<file path="src/rtl/core/ctd_pkg.sv">
// Shared types and constants for the countdown timer with alarm.
`timescale 1ns / 1ps

package ctd_pkg;

    // Field widths
    localparam int CMD_W    = 3;
    localparam int STAMP_W  = 32;
    localparam int SECS_W   = 16;
    localparam int REM_W    = 31;
    localparam int STEP_W   = 8;
    localparam int DISP_W   = 16;
    localparam int Q60_W    = 11;
    localparam int CFG_IDX_W = 2;
    localparam int CFG_DAT_W = 8;

    // Stream widths, padded to whole bytes
    localparam int S_TDATA_W = 56;
    localparam int M_TDATA_W = 40;

    // Timing constants
    localparam logic [REM_W-1:0] REM_MAX     = {REM_W{1'b1}};
    localparam logic [15:0]      MS_PER_MIN  = 16'd60000;
    localparam logic [9:0]       MS_PER_SEC  = 10'd1000;
    localparam logic [31:0]      ROUND_MS    = 32'd500;
    localparam logic [15:0]      SEC_PER_MIN = 16'd60;
    localparam logic [15:0]      MMSS_SCALE  = 16'd100;

    // Divide by 1000 as (x >> 3) / 125, reciprocal exact for 29-bit operands
    localparam int               DIV8_W      = 29;
    localparam int               RECIP125_W  = 30;
    localparam int               RECIP125_SH = 36;
    localparam logic [RECIP125_W-1:0] RECIP125 = 30'd549755814;

    // Divide by 60 as (s >> 2) / 15, reciprocal exact for 14-bit operands
    localparam int               DIV4_W      = 14;
    localparam int               RECIP15_W   = 15;
    localparam int               RECIP15_SH  = 18;
    localparam logic [RECIP15_W-1:0] RECIP15 = 15'd17477;

    // Event codes
    typedef enum logic [CMD_W-1:0] {
        CMD_TICK      = 3'd0,
        CMD_BIG_STEP  = 3'd1,
        CMD_SMALL_STEP = 3'd2,
        CMD_TOGGLE    = 3'd3,
        CMD_RESET     = 3'd4,
        CMD_SET_SECS  = 3'd5,
        CMD_SET_RUN   = 3'd6
    } cmd_t;

    // Register indexes
    localparam logic [CFG_IDX_W-1:0] REG_BIG_STEP   = 2'd0;
    localparam logic [CFG_IDX_W-1:0] REG_SMALL_STEP = 2'd1;
    localparam logic [CFG_IDX_W-1:0] REG_ALARM_EN   = 2'd2;

    // Register reset values
    localparam logic [STEP_W-1:0] BIG_STEP_RST   = 8'd5;
    localparam logic [STEP_W-1:0] SMALL_STEP_RST = 8'd1;

    typedef struct packed {
        logic [STEP_W-1:0] big_step;
        logic [STEP_W-1:0] small_step;
        logic              alarm_en;
    } cfg_t;

    typedef struct packed {
        cmd_t               cmd;
        logic [STAMP_W-1:0] now_ms;
        logic [SECS_W-1:0]  set_seconds;
        logic               run_flag;
    } item_t;

    typedef struct packed {
        logic running;
        logic alarm_on;
        logic alarm_started;
        logic alarm_stopped;
    } status_t;

endpackage

</file>
<file path="src/rtl/core/ctd_disp.sv">
// MMSS display conversion and the result register.
`timescale 1ns / 1ps

module ctd_disp import ctd_pkg::*; (
    input  logic              aclk,
    input  logic              aresetn,
    input  logic              in_valid,
    output logic              in_ready,
    input  logic [SECS_W-1:0] in_seconds,
    input  status_t           in_status,
    output logic              out_valid,
    input  logic              out_ready,
    output logic [SECS_W-1:0] out_seconds,
    output logic [DISP_W-1:0] out_mmss,
    output status_t           out_status
);

    localparam int PROD_W = DIV4_W + RECIP15_W;

    logic [DIV4_W-1:0]  div4;
    logic [PROD_W-1:0]  prod;
    logic               b_v_reg;
    logic [SECS_W-1:0]  b_sec_reg;
    logic [Q60_W-1:0]   b_min_reg;
    status_t            b_status_reg;
    logic               b_ready, b_load;

    logic [SECS_W-1:0]  min_x60;
    logic [SECS_W-1:0]  sec_diff;
    logic [DISP_W-1:0]  mmss;
    logic               c_v_reg;
    logic [SECS_W-1:0]  c_sec_reg;
    logic [DISP_W-1:0]  c_mmss_reg;
    status_t            c_status_reg;
    logic               c_ready, c_load;

    assign c_ready  = !c_v_reg || out_ready;
    assign c_load   = b_v_reg && c_ready;
    assign b_ready  = !b_v_reg || c_ready;
    assign b_load   = in_valid && b_ready;
    assign in_ready = b_ready;

    // Minutes: s / 60 = (s >> 2) / 15
    always_comb begin
        div4 = in_seconds[SECS_W-1:2];
        prod = PROD_W'(div4) * PROD_W'(RECIP15);
    end

    always_ff @(posedge aclk) begin
        if (!aresetn) begin
            b_v_reg <= 1'b0;
            c_v_reg <= 1'b0;
        end else begin
            if (b_load) begin
                b_v_reg <= 1'b1;
            end else if (c_ready) begin
                b_v_reg <= 1'b0;
            end
            if (c_load) begin
                c_v_reg <= 1'b1;
            end else if (out_ready) begin
                c_v_reg <= 1'b0;
            end
        end
    end

    always_ff @(posedge aclk) begin
        if (b_load) begin
            b_sec_reg    <= in_seconds;
            b_min_reg    <= prod[RECIP15_SH + Q60_W - 1 : RECIP15_SH];
            b_status_reg <= in_status;
        end
    end

    // Seconds part and minutes * 100 + seconds, truncated to 16 bits
    always_comb begin
        min_x60  = SECS_W'(b_min_reg) * SEC_PER_MIN;
        sec_diff = b_sec_reg - min_x60;
        mmss     = DISP_W'(b_min_reg) * MMSS_SCALE + DISP_W'(sec_diff[5:0]);
    end

    // Result register
    always_ff @(posedge aclk) begin
        if (c_load) begin
            c_sec_reg    <= b_sec_reg;
            c_mmss_reg   <= mmss;
            c_status_reg <= b_status_reg;
        end
    end

    assign out_valid   = c_v_reg;
    assign out_seconds = c_sec_reg;
    assign out_mmss    = c_mmss_reg;
    assign out_status  = c_status_reg;

endmodule

</file>
<file path="config.mk">
export PLATFORM = sky130hd
export DESIGN_NAME = ctd_disp
export DESIGN_NICKNAME = d
export VERILOG_FILES = /design/src/rtl/core/ctd_pkg.sv /design/src/rtl/core/ctd_disp.sv
export SDC_FILE = /design/constraint.sdc
export NUM_CORES = 1
export LEC_CHECK = 0
export BUFFER_PORTS_ARGS = -buffer_cell sky130_fd_sc_hd__buf_4
export CAP_MARGIN = 20
export CORE_UTILIZATION = 36
export DETAILED_ROUTE_END_ITERATION = 10
export GPL_TIMING_DRIVEN = 1
export PLACE_DENSITY = 0.61
export SLEW_MARGIN = 15
export SYNTH_ARGS = -nofsm -noshare
export SYNTH_HDL_FRONTEND = slang
export SYNTH_SLANG_ARGS = --single-unit
</file>
<file path="constraint.sdc">
create_clock -name aclk -period 6.56 [get_ports aclk]
set_input_delay 1.312 -clock aclk [delete_from_list [all_inputs] [get_ports aclk]]
set_output_delay 1.312 -clock aclk [all_outputs]
set_load 0.03 [all_outputs]
</file>
======== After elaboration in Yosys (flattened, before gate mapping) ========
Index checks and enable logic that the tools add are counted.
word-level totals
  output and inout port bits .............. 38
  word-level logic and storage cells ...... 31
  input port bits ......................... 24
  flip-flop bits (word level) ............. 69
operators by class
  muxes and demuxes ....................... 4
  multiply operators ...................... 3
  add/sub/neg operators ................... 2
  reductions and logical operators ........ 8
operator list
  cell                      number
  $mul A14 B15 Y29 const B  1
  $add A16 B6 Y16           1
  $mul A11 B5 Y14 const B   1
  $mul A11 B4 Y4 const B    1
  $sub A6 B6 Y6             1
  $mux W1                   4
  $reduce_bool A2 Y1        2
  $logic_and A1 B1 Y1       2
  $logic_not A1 Y1          2
  $logic_or A1 B1 Y1        2

======== Longest topological paths before layout ========
Gate-level depths: netlist of the first run.
  depth after elaboration ................. 5
  depth in mapped cells ................... 15
  mapped depth without buffers ............ 15

======== Worst setup path before layout of the first run ========
Ideal clock, no wire load.
  kind .................................... in2reg
  start ................................... in in_seconds[13]
  end ..................................... reg b_min_reg[9] (data pin)
  stages on the path ...................... 12
  path slack .............................. 1426 ps
  setup time .............................. 271 ps
  path buffers ............................ 0
  arrival ................................. 4863 ps
  data required time ...................... 6289 ps
  cells stage by stage .................... ha_1 -> fa_1 -> fa_1 -> fa_1 -> fa_1 -> ha_1 -> nand3_1 -> nor3_4 -> a41oi_1 -> o22ai_4 -> a311o_1 -> o2111ai_1
on the way
  word-level cells in the longest chain between the ends .. 1
RTL lines
  what                  RTL line        RTL
  from (decl)           ctd_disp.sv:9   input logic [SECS_W-1:0] in_seconds,
  $mul A14 B15 Y29      ctd_disp.sv:46  prod = PROD_W'(div4) * PROD_W'(RECIP15);
  named net prod[27]    ctd_disp.sv:21  logic [PROD_W-1:0] prod;
  to (signal assigned)  ctd_disp.sv:70  b_min_reg <= prod[RECIP15_SH + Q60_W - 1 : RECIP15_SH];
  to (decl)             ctd_disp.sv:24  logic [Q60_W-1:0] b_min_reg;
The timed path passes the listed nets, and every way through them passes these cells.
A chain may end at the register's enable or synchronous reset.

======== Worst setup path after layout of the first run ========
  start ................................... in in_seconds[12]
  end ..................................... reg b_min_reg[9] (data pin)
Same word-level chain as after synthesis.

==> results of run 1 <==
## layer usage
metal | wire [um] | global-route usage, % | vias up
met3 | 288 | 2.09 | 23
met4 | 424 | 8.51 | 0
li1 | - | - | 1878
met2 | 5510 | 25.7 | 68
met1 | 4720 | 16.4 | 1824
met5 | 0 | 0 | -
## kinds of logic after synthesis
kind of cell / synth area share (%)
adders and majority gates: 37.1
AOI/OAI and AO/OA: 10.5
buffers and inverters: 5.44
and+or+nand+nor: 6.91
DFF: 34.8
xor gates and xnor gates: 5.05
muxes: 0.175
## cell type report
class	instances	area, sq um
sequential	67	1990
timing repair buffer	62	465
clock inverter	6	138
clock buffer	9	225
tap	211	264
fill	1423	8570
inverter	77	289
multi-input combinational	340	3430
## synthesized netlist by cell type (all sizes together), types with 5 or more instances
| master | count |
|---|---|
| nand3 | 6 |
| a21o | 8 |
| nor2 | 20 |
| nor2b | 5 |
| ha | 125 |
| edfxtp | 65 |
| xor2 | 10 |
| xnor2 | 23 |
| a21oi | 18 |
| fa | 28 |
| nand2 | 15 |
| inv | 77 |
| a211oi | 7 |
| o21ai | 15 |
| nor3 | 5 |
## critical path, cell delays in order
cell and delay (ps):
sky130_fd_sc_hd__buf_4 140, sky130_fd_sc_hd__ha_1 280, sky130_fd_sc_hd__inv_1 50, sky130_fd_sc_hd__fa_1 510, sky130_fd_sc_hd__inv_1 60, sky130_fd_sc_hd__fa_1 440, sky130_fd_sc_hd__fa_1 420, sky130_fd_sc_hd__fa_1 450
sky130_fd_sc_hd__ha_1 330, sky130_fd_sc_hd__nand3_1 130, sky130_fd_sc_hd__nor3_4 220, sky130_fd_sc_hd__a41oi_1 260, sky130_fd_sc_hd__o22ai_4 320, sky130_fd_sc_hd__a311o_1 210, sky130_fd_sc_hd__o2111ai_1 110
## worst max-delay path by stage
stage | startpoint | end | slack, ps | depth (start not counted)
finish | in_seconds[12] | b_min_reg[9] | 1390 | 15
global route | in_seconds[14] | b_min_reg[9] | 1160 | 15
CTS | in_seconds[14] | b_min_reg[9] | 1400 | 15
detailed placement | in_seconds[14] | b_min_reg[9] | 1040 | 15
global placement | in_seconds[14] | b_min_reg[9] | 1130 | 15
floorplan | in_seconds[13] | b_min_reg[9] | 1430 | 12
## stage by stage
step	std cells	hold slack [ps]	util, %
final	772	417	44.2
after global routing	772	427	44.2
after CTS	772	418	44.2
after floorplan	488	400	-
after global placement	757	401	41.9
after detailed placement	757	405	41.9
==> impl_metrics.sql, run 1 <==
INSERT INTO impl_metrics (metric_group, metric, value, unit) VALUES
('status', 'outcome', 'complete, no violations', ''),
('routing', 'vias_per_cell', '4.91', ''),
('cells_and_area', 'layout.cells.most_common_list', 'sky130_fd_sc_hd__ha_1 (125), sky130_fd_sc_hd__inv_1 (77), sky130_fd_sc_hd__edfxtp_1 (65)', ''),
('yosys', 'count_of_flip_flops_with_a_built_in_enable_after_synthesis', '65', ''),
('min_path', 'holdCritStartpoint', 'b_status_reg[1]', ''),
('cells_and_area', 'commonest_non_fill_non_tap_cell_in_the_layout', 'sky130_fd_sc_hd__ha_1', ''),
('sta', 'max_freq', '194', 'MHz'),
('yosys', 'avgSynthCellArea', '11.7', 'sq um'),
('setup_path', 'worst_ep_arrival_time', '5240', 'ps'),
('clock_tree', 'cts_hold_bufs', '0', ''),
('yosys', 'synthesis.instances', '488', ''),
('die', 'initial_core_util', '37.2', '%'),
('placement', 'dpl-instance-area', '6440', 'sq um'),
('clock_tree', 'cts_resized', '0', ''),
('sta', 'timing.clock.skew', '8.40', 'ps'),
('placement', 'gpl.final_weighted_congestion', '0.886', ''),
('yosys', 'yosys_warnings', '0', ''),
('global_route', 'largest_net_degree_at_the_start_of_global_routing', '35', ''),
('placement', 'dp_hpwl', '9140', 'um'),
('routing', 'drt-pass1-iter-count', '4', ''),
('sta', 'setup-violations-final', '0', ''),
('routing', 'dr_total_vias', '3793', ''),
('die', 'i_o_pin_count', '62', ''),
('global_route', 'initial_antenna_violation_count', '0', ''),
('yosys', 'yosysUniqueCellTypes', '56', ''),
('min_path', 'worst_hold_path.num_cells', '0', ''),
('cells_and_area', 'finalInstanceArea', '6800', 'sq um'),
('die', 'design.core.area', '15400', 'sq um'),
('routing', 'wl_per_cell', '14.2', 'um'),
('yosys', 'synth-main-ff-cell', 'sky130_fd_sc_hd__edfxtp_1', ''),
('routing', 'routed_wl', '10900', 'um'),
('cells_and_area', 'flow.area_growth_from_synthesis', '18.8', '%'),
('setup_path', 'critPathKind', 'input port to flop', ''),
('sta', 'grt_setup_unrepaired', 'no', ''),
('clock_tree', 'cts-root-to-sink-buffers', '2', ''),
('sta', 'fin_setup_tns', '0', 'ps'),
('min_path', 'worstHoldEndpoint', 'out_status[1]', ''),
('min_path', 'hold_path.class', 'flop to flop', ''),
('yosys', 'yosys_register_bits', '67', ''),
('run', 'count_of_maximum_capacitance_violations', '0', ''),
('clock_tree', 'cts_inserted_buffers', '9', ''),
('global_route', 'total_global_routing_overflow', '0', ''),
('yosys', 'synth_top_area_cell', 'sky130_fd_sc_hd__edfxtp_1', ''),
('yosys', 'postSynthNetCount', '665', ''),
('die', 'die-area', '16400', 'sq um'),
('setup_path', 'worst_reg2reg_path_length_in_cells', '14', ''),
('yosys', 'synth_top_area_share', '34.1', '%'),
('clock_tree', 'cts_post_setup_buffers_inserted', '0', ''),
('clock_tree', 'clk_transition_reported_paths', '50', 'ps'),
('routing', 'drtAntennaViolNets', '0', ''),
('clock_tree', 'cts_num_sinks', '67', ''),
('setup_path', 'regToRegSetupSlack', '2990', 'ps'),
('yosys', 'cell_area_after_synthesis', '5720', 'sq um'),
('die', 'fp.dieW', '128', 'um'),
('global_route', 'vias_in_the_first_global_route', '3892', ''),
('setup_path', 'worst_setup_start_kind', 'input port', ''),
('sta', 'tcrit_tclk_final', '78.8', '%'),
('cells_and_area', 'diodes', '0', ''),
('die', 'chipHeight', '128', 'um'),
('clock_tree', 'clkLatencyLatePin', '340', 'ps'),
('setup_path', 'critPathMaxFanout', '9', ''),
('placement', 'placement.setup.worst_slack', '1040', 'ps'),
('setup_path', 'type_of_destination_of_the_critical_path', 'flop', ''),
('placement', 'count_of_input_and_output_buffers', '61', ''),
('global_route', 'global_route_wire_length_before_repair', '18400', 'um'),
('cells_and_area', 'drive_above_1_share', '15.9', '%'),
('global_route', 'grt_usage', '14.4', '%'),
('setup_path', 'timing.rr.start', 'b_min_reg[0]', ''),
('cells_and_area', 'nNetsFinal', '734', ''),
('sta', 'hold_violation_count_in_the_final_report', '0', ''),
('clock_tree', 'h_tree_levels', '3', '');
Power of run 1 is left out: the tool's default activity adds up to more than one toggle a clock period on the data nets, which glitch-free logic cannot reach.
==> run 2, diff against run 1 <==
--- a/config.mk
+++ b/config.mk
@@ -5,12 +5,13 @@
 export SDC_FILE = /design/constraint.sdc
 export NUM_CORES = 1
 export LEC_CHECK = 0
+export ABC_AREA = 1
 export BUFFER_PORTS_ARGS = -buffer_cell sky130_fd_sc_hd__buf_4
 export CAP_MARGIN = 20
 export CORE_UTILIZATION = 36
 export DETAILED_ROUTE_END_ITERATION = 10
 export GPL_TIMING_DRIVEN = 1
-export PLACE_DENSITY = 0.61
+export PLACE_DENSITY = 0.63
 export SLEW_MARGIN = 15
 export SYNTH_ARGS = -nofsm -noshare
 export SYNTH_HDL_FRONTEND = slang
==> constraint.sdc (replaced) <==
create_clock -name aclk -period 4.6 [get_ports aclk]
set_input_delay 0.92 -clock aclk [delete_from_list [all_inputs] [get_ports aclk]]
set_output_delay 0.92 -clock aclk [all_outputs]
set_load 0.03 [all_outputs]
==> impl_metrics.sql, run 2 <==
INSERT INTO impl_metrics (metric_group, metric, value, unit) VALUES
('placement', 'count_of_input_and_output_buffers', '61', ''),
('yosys', 'synth_seq_area_share', '31.8', '%'),
('yosys', 'postSynthNetCount', '860', ''),
('clock_tree', 'cts_inserted_buffers', '9', ''),
('routing', 'starting_drt_drc_count', '158', ''),
('placement', 'dp_hpwl', '10100', 'um'),
('routing', 'wl_per_cell', '12.1', 'um'),
('cells_and_area', 'finalInstanceArea', '7350', 'sq um'),
('clock_tree', 'cts_resized', '0', ''),
('global_route', 'global_route_wire_length_before_repair', '20200', 'um'),
('die', 'chipHeight', '134', 'um'),
('routing', 'vias_per_cell', '4.72', ''),
('cells_and_area', 'flow.area_growth_from_synthesis', '17.4', '%'),
('placement', 'dpl-instance-area', '7040', 'sq um'),
('cells_and_area', 'drive_above_1_share', '14.8', '%'),
('die', 'design.core.area', '16800', 'sq um'),
('die', 'initial_core_util', '37.4', '%'),
('die', 'placement_rows', '47', ''),
('setup_path', 'critPathMaxFanout', '3', ''),
('die', 'i_o_pin_count', '62', ''),
('clock_tree', 'clk_transition_reported_paths', '60', 'ps'),
('yosys', 'cell_area_after_synthesis', '6260', 'sq um'),
('clock_tree', 'cts_post_setup_buffers_inserted', '0', ''),
('setup_path', 'crit_required', '4700', 'ps'),
('clock_tree', 'cts_hold_bufs', '0', ''),
('routing', 'routed_wl', '11900', 'um'),
('setup_path', 'cp_common_cell', 'sky130_fd_sc_hd__nand2_1', ''),
('min_path', 'hold_path.class', 'flop to flop', ''),
('global_route', 'initial_antenna_violation_count', '0', ''),
('cells_and_area', 'nFillCells', '1642', ''),
('yosys', 'yosys_register_bits', '67', ''),
('setup_path', 'crit_slowest_cell', 'sky130_fd_sc_hd__fa_1', ''),
('sta', 'tightestPinTransition', '1050', 'ps'),
('setup_path', 'critPathKind', 'input port to flop', ''),
('cells_and_area', 'layout.cells.most_common_list', 'sky130_fd_sc_hd__nand2_1 (150), sky130_fd_sc_hd__inv_1 (126), sky130_fd_sc_hd__ha_1 (125)', ''),
('yosys', 'synthArstFlopShare', '0', '%'),
('yosys', 'yosys-top-cells-count', 'sky130_fd_sc_hd__nand2_1 (150), sky130_fd_sc_hd__inv_1 (126), sky130_fd_sc_hd__ha_1 (125)', ''),
('sta', 'timing.clock.skew', '7.88', 'ps'),
('clock_tree', 'cts_num_sinks', '67', ''),
('yosys', 'avgSynthCellArea', '9.17', 'sq um'),
('clock_tree', 'tritoncts', 'built', ''),
('sta', 'setup-violations-final', '0', ''),
('cells_and_area', 'nNetsFinal', '937', ''),
('global_route', 'grt_usage', '14.0', '%'),
('clock_tree', 'clkLatencyLatePin', '330', 'ps'),
('yosys', 'synth_top_area_cell', 'sky130_fd_sc_hd__edfxtp_1', ''),
('setup_path', 'path_buf_inv', '1', ''),
('cells_and_area', 'commonest_non_fill_non_tap_cell_in_the_layout', 'sky130_fd_sc_hd__nand2_1', ''),
('setup_path', 'crit_chain', 'buf_4 > ha_1 > fa_1 > fa_1 > fa_1 > fa_1 > ha_1 > nand2_1 > nor2_1 > nor3b_1 > nand2_1 > nand2_1 > nand2_1 > nand3_1 > nand2_1', ''),
('sta', 'final_max_slew_viol_count', '0', ''),
('sta', 'slew_headroom', '29.7', '%'),
('yosys', 'synth-main-ff-cell', 'sky130_fd_sc_hd__edfxtp_1', ''),
('clock_tree', 'h_tree_levels', '3', ''),
('sta', 'grt_setup_unrepaired', 'no', ''),
('global_route', 'total_global_routing_overflow', '0', ''),
('global_route', 'largest_net_degree_at_the_start_of_global_routing', '35', ''),
('yosys', 'yosysUniqueCellTypes', '37', ''),
('global_route', 'vias_in_the_first_global_route', '4412', ''),
('clock_tree', 'cts-root-to-sink-buffers', '2', ''),
('clock_tree', 'clk_root_buffer_cell', 'sky130_fd_sc_hd__clkbuf_16', ''),
('sta', 'fin_setup_tns', '0', 'ps'),
('routing', 'dr_total_vias', '4651', ''),
('yosys', 'synthesis.instances', '683', ''),
('routing', 'drt-pass1-iter-count', '4', ''),
('setup_path', 'worst_ep_arrival_time', '4360', 'ps'),
('routing', 'drtAntennaViolNets', '0', ''),
('setup_path', 'peak_per_stage_delay_on_the_critical_path', '530', 'ps'),
('sta', 'hold_violation_count_in_the_final_report', '0', ''),
('sta', 'max_freq', '234', 'MHz'),
('routing', 'post-route-drc-count', '0', ''),
('setup_path', 'critical_path.top_delay_family', 'adder cells', ''),
('yosys', 'dominant_cells_by_area_after_synthesis', 'sky130_fd_sc_hd__edfxtp_1 (31%), sky130_fd_sc_hd__ha_1 (25%), sky130_fd_sc_hd__nand2_1 (9.0%), sky130_fd_sc_hd__fa_1 (9.0%), sky130_fd_sc_hd__inv_1 (7.6%)', ''),
('yosys', 'count_of_flip_flops_with_a_built_in_enable_after_synthesis', '65', ''),
('placement', 'gpl.final_weighted_congestion', '0.892', ''),
('sta', 'min_period', '4270', 'ps'),
('status', 'outcome', 'complete, no violations', ''),
('die', 'fp.dieW', '134', 'um'),
('cells_and_area', 'diodes', '0', ''),
('yosys', 'post-synth-top-count-cell', 'sky130_fd_sc_hd__nand2_1', ''),
('setup_path', 'type_of_destination_of_the_critical_path', 'flop', ''),
('run', 'count_of_maximum_capacitance_violations', '0', ''),
('yosys', 'synth_top_area_share', '31.2', '%'),
('sta', 'worst_hold_slack', '409', 'ps'),
('setup_path', 'worst_setup_start_kind', 'input port', ''),
('sta', 'tcrit_tclk_final', '92.8', '%'),
('yosys', 'yosys_warnings', '0', ''),
('die', 'die-area', '17900', 'sq um');
-- run 2: cell type report --
cell class	count	area (sq um)	area share, %
multi-input cells	486	3780	51.5
flip-flops and latches	67	1990	27.1
repair buffers	68	510	6.94
inverters	128	480	6.54
well taps	220	275	3.74
clock buffers	9	225	3.06
clock inverters	7	83.8	1.14
-- run 2: worst register-to-register path: cells and delay by family (launching register included) --
kind | cells | cell delay, ps
DFF | 1 | 510
and+or+nand+nor | 10 | 880
adders and majority gates | 5 | 1680
AOI/OAI and AO/OA | 1 | 160
buffers and inverters | 1 | 50
xor gates and xnor gates | 2 | 300
-- run 2: worst paths after layout --
kind	start	end	slack (ps)	depth (start not counted)
worst max-delay path	in_seconds[13]	b_min_reg[8]	330	15
worst min-delay path	b_sec_reg[12]	out_seconds[12]	410	0
worst max register to register	b_min_reg[1]	out_mmss[14]	770	19
worst min register to register	b_sec_reg[12]	out_seconds[12]	410	0
-- run 2: logic make-up (layout without fill, tap and decap cells) --
| kind of cell | after synthesis | count (layout) | synth area share (%) |
|---|---|---|---|
| buffers and inverters | 130 | 212 | 7.91 |
| flip-flops | 67 | 67 | 31.8 |
| AND/OR/NAND/NOR | 261 | 261 | 18.8 |
| AO/OA/AOI/OAI | 52 | 52 | 4.70 |
| adder cells (fa/ha/maj) | 153 | 153 | 33.9 |
| XOR/XNOR | 20 | 20 | 2.80 |
-- run 2: metal layers --
layer	GRT usage [%]	wire, um
met4	4.04	144
met3	1.59	315
met2	23.3	5480
met1	19.3	6000
met5	0	0
-- run 2: stage by stage --
stage,util [%],setup WS (ps),cells
finish,43.9,333,985
global route,43.9,99.0,985
CTS,43.9,327,985
detailed placement,42.0,-16.0,969
global placement,42.0,10.2,969
floorplan,-,274,683
Power of run 2 is left out for the same reason.
