File: src/rtl/core/ctd_pkg.sv
// Shared types and constants for the countdown timer with alarm.
`timescale 1ns / 1ps

package ctd_pkg;

    // Field widths
    localparam int CMD_W    = 3;
    localparam int STAMP_W  = 32;
    localparam int SECS_W   = 16;
    localparam int REM_W    = 31;
    localparam int STEP_W   = 8;
    localparam int DISP_W   = 16;
    localparam int Q60_W    = 11;
    localparam int CFG_IDX_W = 2;
    localparam int CFG_DAT_W = 8;

    // Stream widths, padded to whole bytes
    localparam int S_TDATA_W = 56;
    localparam int M_TDATA_W = 40;

    // Timing constants
    localparam logic [REM_W-1:0] REM_MAX     = {REM_W{1'b1}};
    localparam logic [15:0]      MS_PER_MIN  = 16'd60000;
    localparam logic [9:0]       MS_PER_SEC  = 10'd1000;
    localparam logic [31:0]      ROUND_MS    = 32'd500;
    localparam logic [15:0]      SEC_PER_MIN = 16'd60;
    localparam logic [15:0]      MMSS_SCALE  = 16'd100;

    // Divide by 1000 as (x >> 3) / 125, reciprocal exact for 29-bit operands
    localparam int               DIV8_W      = 29;
    localparam int               RECIP125_W  = 30;
    localparam int               RECIP125_SH = 36;
    localparam logic [RECIP125_W-1:0] RECIP125 = 30'd549755814;

    // Divide by 60 as (s >> 2) / 15, reciprocal exact for 14-bit operands
    localparam int               DIV4_W      = 14;
    localparam int               RECIP15_W   = 15;
    localparam int               RECIP15_SH  = 18;
    localparam logic [RECIP15_W-1:0] RECIP15 = 15'd17477;

    // Event codes
    typedef enum logic [CMD_W-1:0] {
        CMD_TICK      = 3'd0,
        CMD_BIG_STEP  = 3'd1,
        CMD_SMALL_STEP = 3'd2,
        CMD_TOGGLE    = 3'd3,
        CMD_RESET     = 3'd4,
        CMD_SET_SECS  = 3'd5,
        CMD_SET_RUN   = 3'd6
    } cmd_t;

    // Register indexes
    localparam logic [CFG_IDX_W-1:0] REG_BIG_STEP   = 2'd0;
    localparam logic [CFG_IDX_W-1:0] REG_SMALL_STEP = 2'd1;
    localparam logic [CFG_IDX_W-1:0] REG_ALARM_EN   = 2'd2;

    // Register reset values
    localparam logic [STEP_W-1:0] BIG_STEP_RST   = 8'd5;
    localparam logic [STEP_W-1:0] SMALL_STEP_RST = 8'd1;

    typedef struct packed {
        logic [STEP_W-1:0] big_step;
        logic [STEP_W-1:0] small_step;
        logic              alarm_en;
    } cfg_t;

    typedef struct packed {
        cmd_t               cmd;
        logic [STAMP_W-1:0] now_ms;
        logic [SECS_W-1:0]  set_seconds;
        logic               run_flag;
    } item_t;

    typedef struct packed {
        logic running;
        logic alarm_on;
        logic alarm_started;
        logic alarm_stopped;
    } status_t;

endpackage

File: src/rtl/core/ctd_state.sv
// Timer state update: applies one event to the countdown and alarm state.
`timescale 1ns / 1ps

module ctd_state import ctd_pkg::*; (
    input  logic             aclk,
    input  logic             aresetn,
    input  cfg_t             cfg,
    input  logic             in_valid,
    output logic             in_ready,
    input  item_t            in_item,
    output logic             out_valid,
    input  logic             out_ready,
    output logic [REM_W-1:0] out_rem_ms,
    output status_t          out_status
);

    logic [REM_W-1:0]   rem_reg, rem_next;
    logic [STAMP_W-1:0] stamp_reg, stamp_next;
    logic               run_reg, run_next;
    logic               alarm_reg, alarm_next;
    logic               started, stopped;
    logic               v_reg;
    logic [REM_W-1:0]   out_rem_reg;
    status_t            out_status_reg;

    logic [STAMP_W-1:0] delta;
    logic [STEP_W-1:0]  step_min;
    logic [23:0]        step_ms;
    logic [31:0]        step_sum;
    logic [25:0]        secs_ms;
    logic               load;

    assign in_ready = !v_reg || out_ready;
    assign load     = in_valid && in_ready;

    // Arithmetic shared by the event arms
    always_comb begin
        delta    = in_item.now_ms - stamp_reg;
        step_min = (in_item.cmd == CMD_BIG_STEP) ? cfg.big_step : cfg.small_step;
        step_ms  = 24'(step_min) * 24'(MS_PER_MIN);
        step_sum = 32'(rem_reg) + 32'(step_ms);
        secs_ms  = 26'(in_item.set_seconds) * 26'(MS_PER_SEC);
    end

    // Next state for one event
    always_comb begin
        rem_next   = rem_reg;
        stamp_next = stamp_reg;
        run_next   = run_reg;
        alarm_next = alarm_reg;
        started    = 1'b0;
        stopped    = 1'b0;
        unique case (in_item.cmd)
            CMD_TICK: begin
                if (run_reg) begin
                    // zero stamp: no earlier tick, nothing to subtract
                    if (stamp_reg != '0 && rem_reg != '0) begin
                        if (delta >= 32'(rem_reg)) begin
                            rem_next = '0;
                        end else begin
                            rem_next = rem_reg - delta[REM_W-1:0];
                        end
                    end
                    stamp_next = in_item.now_ms;
                end
                if (run_reg && cfg.alarm_en && !alarm_reg && rem_next == '0) begin
                    alarm_next = 1'b1;
                    started    = 1'b1;
                end
                if (alarm_reg && !run_reg && cfg.alarm_en) begin
                    alarm_next = 1'b0;
                    stopped    = 1'b1;
                end
            end
            CMD_BIG_STEP, CMD_SMALL_STEP: begin
                // saturate at the store maximum
                if (step_sum > 32'(REM_MAX)) begin
                    rem_next = REM_MAX;
                end else begin
                    rem_next = step_sum[REM_W-1:0];
                end
            end
            CMD_TOGGLE: begin
                run_next = !run_reg;
            end
            CMD_RESET: begin
                rem_next   = '0;
                stamp_next = '0;
                if (alarm_reg && cfg.alarm_en) begin
                    alarm_next = 1'b0;
                    stopped    = 1'b1;
                end
            end
            CMD_SET_SECS: begin
                rem_next = REM_W'(secs_ms);
            end
            CMD_SET_RUN: begin
                run_next = in_item.run_flag;
            end
            default: begin
            end
        endcase
    end

    // State and stage valid
    always_ff @(posedge aclk) begin
        if (!aresetn) begin
            rem_reg   <= '0;
            stamp_reg <= '0;
            run_reg   <= 1'b0;
            alarm_reg <= 1'b0;
            v_reg     <= 1'b0;
        end else begin
            if (load) begin
                rem_reg   <= rem_next;
                stamp_reg <= stamp_next;
                run_reg   <= run_next;
                alarm_reg <= alarm_next;
                v_reg     <= 1'b1;
            end else if (out_ready) begin
                v_reg <= 1'b0;
            end
        end
    end

    // Snapshot of the state after the event
    always_ff @(posedge aclk) begin
        if (load) begin
            out_rem_reg                  <= rem_next;
            out_status_reg.running       <= run_next;
            out_status_reg.alarm_on      <= alarm_next;
            out_status_reg.alarm_started <= started;
            out_status_reg.alarm_stopped <= stopped;
        end
    end

    assign out_valid  = v_reg;
    assign out_rem_ms = out_rem_reg;
    assign out_status = out_status_reg;

endmodule

File: config.mk
export PLATFORM = sky130hd
export DESIGN_NAME = ctd_state
export DESIGN_NICKNAME = d
export VERILOG_FILES = /design/src/rtl/core/ctd_pkg.sv /design/src/rtl/core/ctd_state.sv
export SDC_FILE = /design/constraint.sdc
export NUM_CORES = 1
export LEC_CHECK = 0
export BUFFER_PORTS_ARGS = -buffer_cell sky130_fd_sc_hd__clkbuf_2
export CAP_MARGIN = 25
export CORE_MARGIN = 3
export CORE_UTILIZATION = 40
export CTS_CLUSTER_SIZE = 14
export DETAILED_ROUTE_END_ITERATION = 6
export MAX_ROUTING_LAYER = met4
export SETUP_SLACK_MARGIN = 0.05
export SYNTH_ARGS = -nofsm -noshare
export SYNTH_HDL_FRONTEND = slang
export SYNTH_SLANG_ARGS = --single-unit
export TNS_END_PERCENT = 5
File: constraint.sdc
create_clock -name aclk -period 16.41 [get_ports aclk]
set_input_delay 0 -clock aclk [delete_from_list [all_inputs] [get_ports aclk]]
set_output_delay 0 -clock aclk [all_outputs]
set_load 0.02 [all_outputs]
# Word level (Yosys, flattened, before mapping)
# Index checks and enable logic that the tools add are counted.
# classes
add_sub_neg	3
n_mul	2
order_cmp	2
n_eq_ne	7
muxes	20
reduce_logical	20
# ops
cell	n
2-to-1 mux 31 bit	5
case mux 31 bit (4 select lines)	1
case mux 32 bit (2 select lines)	1
adder 31 x 24 -> 32 bit	1
greater-or-equal comparator 32 x 31 -> 1 bit	1
> comparator 32 x 31 -> 1 bit (second input constant)	1
2-to-1 mux 32 bit	1
nonzero test 32 bit	1
subtractor 32 bit	1
zero test 31 bit	1
nonzero test 31 bit	1
subtractor 31 bit	1
multiplier 16 x 7 -> 23 bit (second input constant)	1
multiplier 8 x 11 -> 19 bit (second input constant)	1
equality test 3 bit (second input constant)	3
logical AND 1 bit	8
2-to-1 mux 1 bit	8
2-to-1 mux 8 bit	1
equality test 3 x 2 -> 1 bit (second input constant)	2
case mux 1 bit (2 select lines)	3
nonzero test 2 bit	2
equality test 3 x 1 -> 1 bit (second input constant)	1
zero test 1 bit	3
zero test 3 bit	1
4 further kinds	4
# word_totals
reg_bits	101
output_inout_bits	37
word_cells	64

# Logic depth before layout (Yosys ltp)
# Gate-level depths: netlist of the first run.
# logic_depth
word_depth	11
depth_mapped	34

# Worst setup path before layout of the first run
# Ideal clock, no wire load.
# synth_path
path_kind	input to register
startpoint	input in_item[49] (netlist bit)
endpoint	register rem_reg[14]
setup_ns	0.116
arrival_ns	6.849
required_time_ns	16.294
slack_ns	9.445
cell_stages	33
cell_sequence	buf_2 > nand2_1 > nor2_1 > mux2i_1 > clkinv_1 > xnor2_1 > ha_1 > inv_1 > fa_1 > fa_1 > inv_1 > ha_1 > nor3b_1 > o21a_1 > o21a_1 > o21a_1 > o21ai_0 > a21oi_1 > o31ai_1 > nand2b_1 > a211oi_1 > nor2_1 > ha_1 > o21ai_0 > a21oi_1 > o21a_1 > o21a_1 > o31a_1 > o2111ai_1 > buf_2 > a21oi_1 > a211o_1 > o211a_1
# synth_between
elab_chain_cells	7
# synth_lines
element	line	rtl
start, declared	ctd_state.sv:10	input item_t in_item,
equality test 3 x 1 -> 1 bit	ctd_state.sv:39, ctd_state.sv:53	
2-to-1 mux 8 bit	ctd_state.sv:39	step_min = (in_item.cmd == CMD_BIG_STEP) ? cfg.big_step : cfg.small_step;
multiplier 8 x 11 -> 19 bit	ctd_state.sv:40	step_ms = 24'(step_min) * 24'(MS_PER_MIN);
adder 31 x 24 -> 32 bit	ctd_state.sv:41	step_sum = 32'(rem_reg) + 32'(step_ms);
> comparator 32 x 31 -> 1 bit	ctd_state.sv:77	if (step_sum > 32'(REM_MAX)) begin
2-to-1 mux 31 bit	ctd_state.sv:77	
case mux 31 bit (4 select lines) *	ctd_state.sv:53	unique case (in_item.cmd)
via rem_next[14]	ctd_state.sv:17	logic [REM_W-1:0] rem_reg, rem_next;
end signal, assigned	ctd_state.sv:115	rem_reg <= rem_next;
end, declared	ctd_state.sv:17	
# The timed path passes the listed nets; every way through them passes the cells marked *.
# A chain may end at the register's enable or synchronous reset.

# Worst setup path in the final report of the first run
# layout_path
startpoint	input in_item[50] (netlist bit)
endpoint	register rem_reg[5]
# layout_between
elab_chain_cells	7
# layout_lines
element	line
equality test 3 x 1 -> 1 bit	ctd_state.sv:39, ctd_state.sv:53
2-to-1 mux 8 bit	ctd_state.sv:39
multiplier 8 x 11 -> 19 bit	ctd_state.sv:40
adder 31 x 24 -> 32 bit	ctd_state.sv:41
> comparator 32 x 31 -> 1 bit	ctd_state.sv:77
2-to-1 mux 31 bit	ctd_state.sv:77
case mux 31 bit (4 select lines) *	ctd_state.sv:53
# Every way passes the cells marked *; elsewhere a longest branch is shown, timed or not.

==> metrics.cfg, run 1 <==
[clocking]
cts_max_level=3
cts_hold_buf=34
cts-root-buf=clkbuf_16
clock_latency_ns=0.38
post_cts_buffers=0
cts-resized-gates=0
numCtsBuffers=9
cts.sinks=101
cts_buffer_depth=2
cts.reportedPaths.clkPinSlew_ns=0.09
cts_tree=built

[synthesis]
syn_nets=2227
synth-main-ff-cell=dfxtp_1
synth_largest_area_cell=ha_1
synth_common_cells=213 x ha_1, 207 x inv_1, 186 x a21oi_1, 157 x nand2_1, 113 x nor2_1
syn_area_um2=14880
async_flop_share_pct=0
ys.warnings.count=0
yosys_register_bits=101
synth_edf_count=35
synth_top_area_share_pct=17.91
synth_area_per_cell_um2=7.977
postSynthCellCount=1865
yosysSeqAreaShare_pct=15.94
synth_most_common_cell=ha_1
synth_cell_type_count=89
synth_area_leaders=ha_1 18%, fa_1 10%, dfxtp_1 8.9%

[critical_path]
reg2reg_depth=24
cp-end-kind=flip-flop
r2r_end=rem_reg[5]
cp_max_fo=21
start_kind=input port
criticalPathCategory=in2reg
crit_path_max_incr_delay_ns=0.75
arrival_ns=8.48
r2r_start=stamp_reg[4]
rrSetupSlack_ns=10.06
worst_ep_required_time_ns=16.69
path_common_cell=o21a_1
critPathSlowestCell=nor2_1

[min_path]
min_from=cfg[0]
holdPathStages=4
min_to=alarm_reg
worstHoldPathType=in2reg

[pwr]
powerDensity_nw_per_um2=129.5
p_leak_nw=7.220
peakVddDrop_v=0.00006523
total_power_mw=2.135

[floorplanning]
initial_core_util_pct=40.64
die_height_um=198.9
ios=110
rows=70
die_x_um=198.9
dieArea_um2=39550
core_um2=36610

[sta]
drv_slew=0
finalCritPeriodShare_pct=49.97
tns_ns=0
period_minus_slack_ns=8.200
fmax_mhz=121.9
tightestPinTransition_ns=0.9557
rsz0062_at_grt=false
setup_viol=0
hold_viol=0
relSlewSlack_pct=36.05
fin_skew_ns=0.01311

[routing]
vias=14280
ant_nets=0
dr.pass1.iters=6
route.detailed.drc=0
wl_per_cell_um=20.44
totalWireLength_um=49860
drtIter0Drc=1277
viasPerCell=5.854

[run]
drv_cap=0

[status]
status=completed

[grt]
gr-total-overflow=0
grt_max_degree=62
grt_pass1_wl_um=78810
grt_use_total_pct=26.21
grt_pass1_vias=14040
antenna_found_initial=1

[finish]
multi_input_area_um2=11440
area_growth_pct=10.83
layout-drive-gt1-share_pct=9.594
fillers=3735
final_nets=2327
seqCellArea_um2=2372
largest_reg_flops=32

[placement]
gp_congestion=0.9893
dpl.hpwl_um=40960
portBuffers=109

==> report_power, final <==
group | total [mW] | switching [mW] | internal [mW]
Sequential | 0.330 | 0.0376 | 0.292
Combinational | 1.58 | 0.950 | 0.627
Clock | 0.228 | 0.118 | 0.111
==> cell families (layout without fill, tap and decap cells) <==
| logic type | count (synthesis) | after routing | synth area share [%] |
|---|---|---|---|
| buf+inv | 279 | 384 | 7.148 |
| compound gates | 582 | 582 | 26.04 |
| other cells | 0 | 1 | 0 |
| fa+ha+maj | 289 | 289 | 28.14 |
| mux | 12 | 12 | 0.8242 |
| xor+xnor | 86 | 86 | 5.113 |
| simple gates | 516 | 516 | 16.79 |
| flops | 101 | 101 | 15.94 |
==> cells in the final DEF (no fill, tap or decap), types with 12 or more instances in the layout <==
cell / synthesis / layout
buf_4: 0 / 14
fa_1: 76 / 76
a221oi_1: 12 / 12
nand2b_1: 20 / 20
nand3_1: 63 / 63
a211oi_1: 20 / 20
clkbuf_2: 0 / 109
a21oi_1: 186 / 186
a21o_1: 47 / 47
ha_1: 213 / 213
xnor2_1: 48 / 48
or3_1: 17 / 17
a22oi_1: 12 / 12
a31oi_1: 17 / 17
o211ai_1: 20 / 20
o21ai_1: 12 / 12
o21a_1: 27 / 27
xor2_1: 37 / 37
nor2_1: 113 / 112
inv_1: 207 / 207
dfxtp_1: 66 / 66
nand2_1: 157 / 157
o21bai_1: 14 / 14
dlygate4sd3_1: 0 / 34
edfxtp_1: 35 / 35
nor4_1: 16 / 16
o21ai_0: 90 / 90
nand4_1: 27 / 27
nor3_1: 40 / 40
==> metal layers <==
metal	GRT usage [%]	part of all wire, %
met1	33.39	43
met5	-	0
met2	43.50	48
met3	2.761	5.8
met4	9.058	3.8
==> worst max-delay path by stage <==
stage          slack (ns)   startpoint           to
6_report             8.21  in_item[50]   rem_reg[5]
5_1_grt              7.51  in_item[50]   rem_reg[5]
4_1_cts              8.27  in_item[50]   rem_reg[5]
3_5_place_dp         7.91  in_item[50]   rem_reg[5]
3_3_place_gp         8.09  in_item[50]   rem_reg[5]
2_1_floorplan        9.44  in_item[49]  rem_reg[14]
==> worst max-delay path, delay by kind of cell <==
kind	cells	cell delay (ns)
xor gates and xnor gates	1	0.39
AOI/OAI and AO/OA	14	3.17
and+or+nand+nor	7	1.56
muxes	1	0.39
adders and majority gates	5	1.99
buffers and inverters	5	0.93
==> stage by stage <==
stage               cell area, µm²  util, %  hold slack, ns  cells  setup slack (ns)
finish                       16490    45.04         0.04537   2439             8.210
global placement             15840    43.27          0.2336   2387             8.095
global route                 16490    45.04         0.06543   2439             7.508
detailed placement           15860    43.31          0.2426   2388             7.913
CTS                          16490    45.03         0.04487   2438             8.270
floorplan                    14880        -          0.1295   1865             9.445
==> final cells by class <==
class	count	share of cell area [%]
Sequential cell	101	14.39
Antenna cell	1	0.01518
Timing Repair Buffer	158	6.101
Tap cell	468	3.551
Clock buffer	10	1.449
Inverter	210	4.780
Multi-Input combinational cell	1485	69.41
Clock inverter	6	0.3111
Note: power is estimated with default switching activity, not from simulation.
==> run 2, diff against run 1 <==
clock period = 7.55 ns   (was 16.41 ns; I/O delays follow)
==> run 2 against run 1 <==
Against the previous run:
- hold slack got worse by 0.011 ns
- power rose by 120%
- sequential share of layout area fell by 0.066 points
- die area did not move
- core utilization rose by 0.21 points
- clock skew rose by 0.0048 ns
- global-route usage fell by 0.35 points
- sequential power rose by 120%
- non-clock buffer count rose by 9
- final area rose by 0.46%
- register-to-register slack got worse by 8.7 ns
- combinational power rose by 120%
- highest routed layer unchanged
==> metrics.cfg, run 2 (synthesis gave the netlist of run 1 again) <==
[floorplanning]
ios=110
dieArea_um2=39550
initial_core_util_pct=40.64
die_x_um=198.9
core_um2=36610
rows=70
die_height_um=198.9

[routing]
totalWireLength_um=50290
drtIter0Drc=1147
vias=14470
dr.pass1.iters=5
viasPerCell=5.909
route.detailed.drc=0
ant_nets=0
wl_per_cell_um=20.53

[clocking]
post_cts_buffers=0
cts_max_level=3
cts_tree=built
clock_latency_ns=0.39
cts_buffer_depth=2
cts.reportedPaths.clkPinSlew_ns=0.08
numCtsBuffers=9
cts-root-buf=clkbuf_16
cts.sinks=101

[grt]
gr-total-overflow=0
grt_use_total_pct=25.86
antenna_found_initial=1
grt_pass1_wl_um=77670
grt_pass1_vias=13850
grt_max_degree=63

[critical_path]
arrival_ns=7.21
start_kind=input port
rrSetupSlack_ns=1.39
criticalPathCategory=in2reg
cp-end-kind=flip-flop
crit_path_max_incr_delay_ns=0.56
worst_ep_required_time_ns=7.65
cp_max_fo=8
critPathSlowestCell=fa_1
path_common_cell=o21a_1

[sta]
period_minus_slack_ns=7.113
fin_hold_ws_ns=0.03477
relSlewSlack_pct=31.09
setup_viol=0
rsz0062_at_grt=false
fmax_mhz=140.6
tns_ns=0
hold_viol=0
finalCritPeriodShare_pct=94.21
tightestPinTransition_ns=1.034
fin_skew_ns=0.01795
drv_slew=0

[pwr]
power_frac_clock_pct=10.5
p_leak_nw=7.265
switching_share_pct=52.07
pwr-share-seq_pct=15.4
peakVddDrop_v=0.0001414
switchingPower_mw=2.425
internal-power_mw=2.232
powerDensity_nw_per_um2=281.1
share_comb_of_total_power_pct=74.1

[placement]
portBuffers=109
gp_congestion=0.9584
dpl.hpwl_um=40860

[finish]
layout-drive-gt1-share_pct=10.01
area_growth_pct=11.34
final_nets=2336
layout_common_cells=213 x ha_1, 207 x inv_1, 185 x a21oi_1
layout.cells.most_common=ha_1
fillers=3716
largest_reg_flops=32

[run]
drv_cap=0

[status]
status=completed

[min_path]
worstHoldPathType=in2reg

-- run 2: changes by cell type in the layout (fill, tap and decap cells not counted) --
cell and change:
clkinv_1 +1, o41ai_4 +1, inv_6 -2, clkbuf_8 -1, clkinvlp_4 +1, inv_8 +1
o41ai_2 -1, a21oi_1 -1, diode_2 +1, a21oi_2 +1, buf_4 +9
-- run 2: worst paths after layout --
| check | startpoint | endpoint | cells after the start |
|---|---|---|---|
| max | in_item[50] | out_rem_ms[2] | 34 |
| min | cfg[0] | out_status[0] | 3 |
| min reg2reg | stamp_reg[24] | stamp_reg[24] | 2 |
| max reg2reg | stamp_reg[4] | rem_reg[25] | 24 |
-- run 2: per-stage QoR --
step	instances	power, mW	instance area (µm²)	setup slack (ns)	utilization, %
floorplan	1865	3.220	14880	0.5848	-
global placement	2396	4.082	15910	0.2650	43.47
detailed placement	2397	4.099	15930	0.1264	43.51
CTS	2447	4.619	16550	0.4877	45.21
global route	2448	5.044	16560	0.1051	45.24
finish	2449	4.658	16570	0.4372	45.25
-- run 2: area by class of cell --
| class | instances | area [µm²] | area share (%) |
|---|---|---|---|
| diodes | 2 | 5.005 | 0.03021 |
| multi-input cells | 1485 | 11460 | 69.18 |
| repair buffers | 167 | 1074 | 6.480 |
| well taps | 468 | 585.6 | 3.535 |
| clock buffers | 9 | 225.2 | 1.360 |
| flip-flops and latches | 101 | 2372 | 14.32 |
| clock inverters | 7 | 56.30 | 0.3399 |
| inverters | 210 | 788.3 | 4.758 |
-- run 2: power groups by stage --
stage	combinational [mW]	clock (mW)	sequential, mW
after floorplan	2.50	0	0.722
after global placement	3.35	0	0.730
after detailed placement	3.37	0	0.727
after CTS	3.41	0.491	0.714
after global routing	3.81	0.509	0.720
final	3.45	0.487	0.717
-- run 2: layer usage --
layer	wire length (µm)	vias up	GRT usage, %
li1	-	6935	-
met5	0	-	-
met1	21460	6861	32.65
met4	2746	0	12.73
met3	2941	130	2.710
met2	23140	545	41.45
-- run 2: worst max-delay path, delay by kind of cell --
| family | cells | cell delay (ns) |
|---|---|---|
| buf+inv | 6 | 0.79 |
| xor+xnor | 1 | 0.24 |
| simple gates | 8 | 1.40 |
| fa+ha+maj | 5 | 1.97 |
| compound gates | 13 | 2.49 |
| mux | 1 | 0.30 |
-- run 2: repair_timing --
item / in CTS / in global routing
gates resized for setup: 0 / 1
setup endpoints to repair: 0 / 3
endpoints found under the hold margin: 33 / 0
hold buffers: 34 / 0
==> run 3, diff against run 2 <==
clock period = 8.8 ns   (was 7.55 ns; I/O delays follow)
==> run 3 against run 2 <==
Against the previous run:
- flip-flop and latch count unchanged
- count of clock-buffer cells in the layout up 1
- clock power down 16%
- die area unchanged
- critical path depth down 1
- core utilization down 0.20 points
- first-iteration DRC count up 9.2%
- critical endpoint is now rem_reg[5]
- largest power group unchanged
==> metrics.cfg, run 3 (synthesis gave the netlist of run 1 again) <==
[critical_path]
path_common_cell=o21a_1
worst_ep_required_time_ns=9.08
cp-end-kind=flip-flop
critPathSlowestCell=o41ai_2
rrSetupSlack_ns=2.21
crit_path_max_incr_delay_ns=0.81
criticalPathCategory=in2reg
r2r_start=stamp_reg[4]
reg2reg_depth=23
cp_max_fo=7
start_kind=input port
arrival_ns=7.66
r2r_end=out_rem_ms[23]

[routing]
dr.pass1.iters=6
wl_per_cell_um=20.15
viasPerCell=5.851
route.detailed.drc=0
vias=14280
ant_nets=0
drtIter0Drc=1252
totalWireLength_um=49200

[floorplanning]
core_um2=36610
ios=110
die_x_um=198.9
rows=70
die_height_um=198.9
initial_core_util_pct=40.64
dieArea_um2=39550

[placement]
portBuffers=109
gp_congestion=0.9888
dpl.hpwl_um=40410
placedCellCount=2389

[pwr]
total_power_mw=3.946
p_leak_nw=7.213
peakVddDrop_v=0.0001313
powerDensity_nw_per_um2=239.3

[clocking]
numCtsBuffers=9
cts-resized-gates=0
cts.reportedPaths.clkPinSlew_ns=0.08
cts_buffer_depth=2
cts-root-buf=clkbuf_16
post_cts_buffers=0
cts_max_level=3
cts.sinks=101
cts_hold_buf=34
cts_tree=built
clock_latency_ns=0.37

[finish]
final_nets=2328
area_growth_pct=10.85
final_cells=2441
largest_reg_flops=32
layout-drive-gt1-share_pct=9.589
layout.cells.most_common=ha_1
layout_common_cells=213 x ha_1, 207 x inv_1, 186 x a21oi_1

[sta]
tightestPinTransition_ns=0.9791
fin_skew_ns=0.006800
relSlewSlack_pct=34.73
finalCritPeriodShare_pct=83.92
setup_viol=0
hold_viol=0
fmax_mhz=135.4
tns_ns=0
drv_slew=0
rsz0062_at_grt=false
period_minus_slack_ns=7.385

[grt]
gr-total-overflow=0
grt_max_degree=62
grt_pass1_vias=13740
antenna_found_initial=2
grt_pass1_wl_um=77450
grt_use_total_pct=25.68

[min_path]
min_from=in_item[50]
worstHoldPathType=in2reg
holdPathStages=4
min_to=rem_reg[18]

[status]
status=completed

[run]
drv_cap=0

## run 3: cell types whose count changed in the layout (fill, tap and decap cells not counted), sizes merged
cell / previous run / this run
buf: 24 / 16
clkbuf: 118 / 119
inv: 213 / 212
## run 3: routing by layer
metal,global-route usage [%],vias up,share of wire (%)
met1,32.55,6753,42
met3,2.964,104,6.4
met2,42.42,515,47
met4,9.344,0,4.0
li1,-,6911,-
met5,-,-,0
## run 3: power by group
part | total (mW) | internal (mW) | switching (mW)
Combinational | 2.92 | 1.17 | 1.75
Clock | 0.411 | 0.198 | 0.213
Sequential | 0.618 | 0.545 | 0.0729
## run 3: through the flow
| stage | utilization, % | setup slack [ns] | area [µm²] | hold WS, ns |
|---|---|---|---|---|
| detailed placement | 43.33 | 1.098 | 15860 | 0.2391 |
| CTS | 45.03 | 1.474 | 16490 | 0.06534 |
| finish | 45.05 | 1.415 | 16490 | 0.07988 |
| floorplan | - | 1.835 | 14880 | 0.1295 |
| global placement | 43.29 | 1.256 | 15850 | 0.2338 |
| global route | 45.05 | 0.7564 | 16490 | 0.1082 |
## run 3: final cells by class
type	count	area, µm²
multi-input cells	1485	11440
clock buffers	10	229.0
well taps	468	585.6
diodes	2	5.005
repair buffers	159	1013
flip-flops and latches	101	2372
clock inverters	6	53.80
fillers	3698	20120
inverters	210	788.3
## run 3: worst max-delay path, delay by kind of cell
kind,cells,cell delay (ns)
AO/OA/AOI/OAI,14,3.22
adder cells (fa/ha/maj),5,1.97
AND/OR/NAND/NOR,7,1.11
buffers and inverters,5,0.64
multiplexers,1,0.37
XOR/XNOR,1,0.34
## run 3: how the worst max path moves through the flow
stage / cells after the start / slack, ns / endpoint / start
floorplan: 33 / 1.83 / rem_reg[14] / in_item[49]
global placement: 34 / 1.26 / rem_reg[14] / in_item[50]
detailed placement: 33 / 1.10 / rem_reg[5] / in_item[50]
CTS: 33 / 1.47 / rem_reg[5] / in_item[50]
global route: 33 / 0.76 / rem_reg[5] / in_item[50]
finish: 33 / 1.41 / rem_reg[5] / in_item[50]
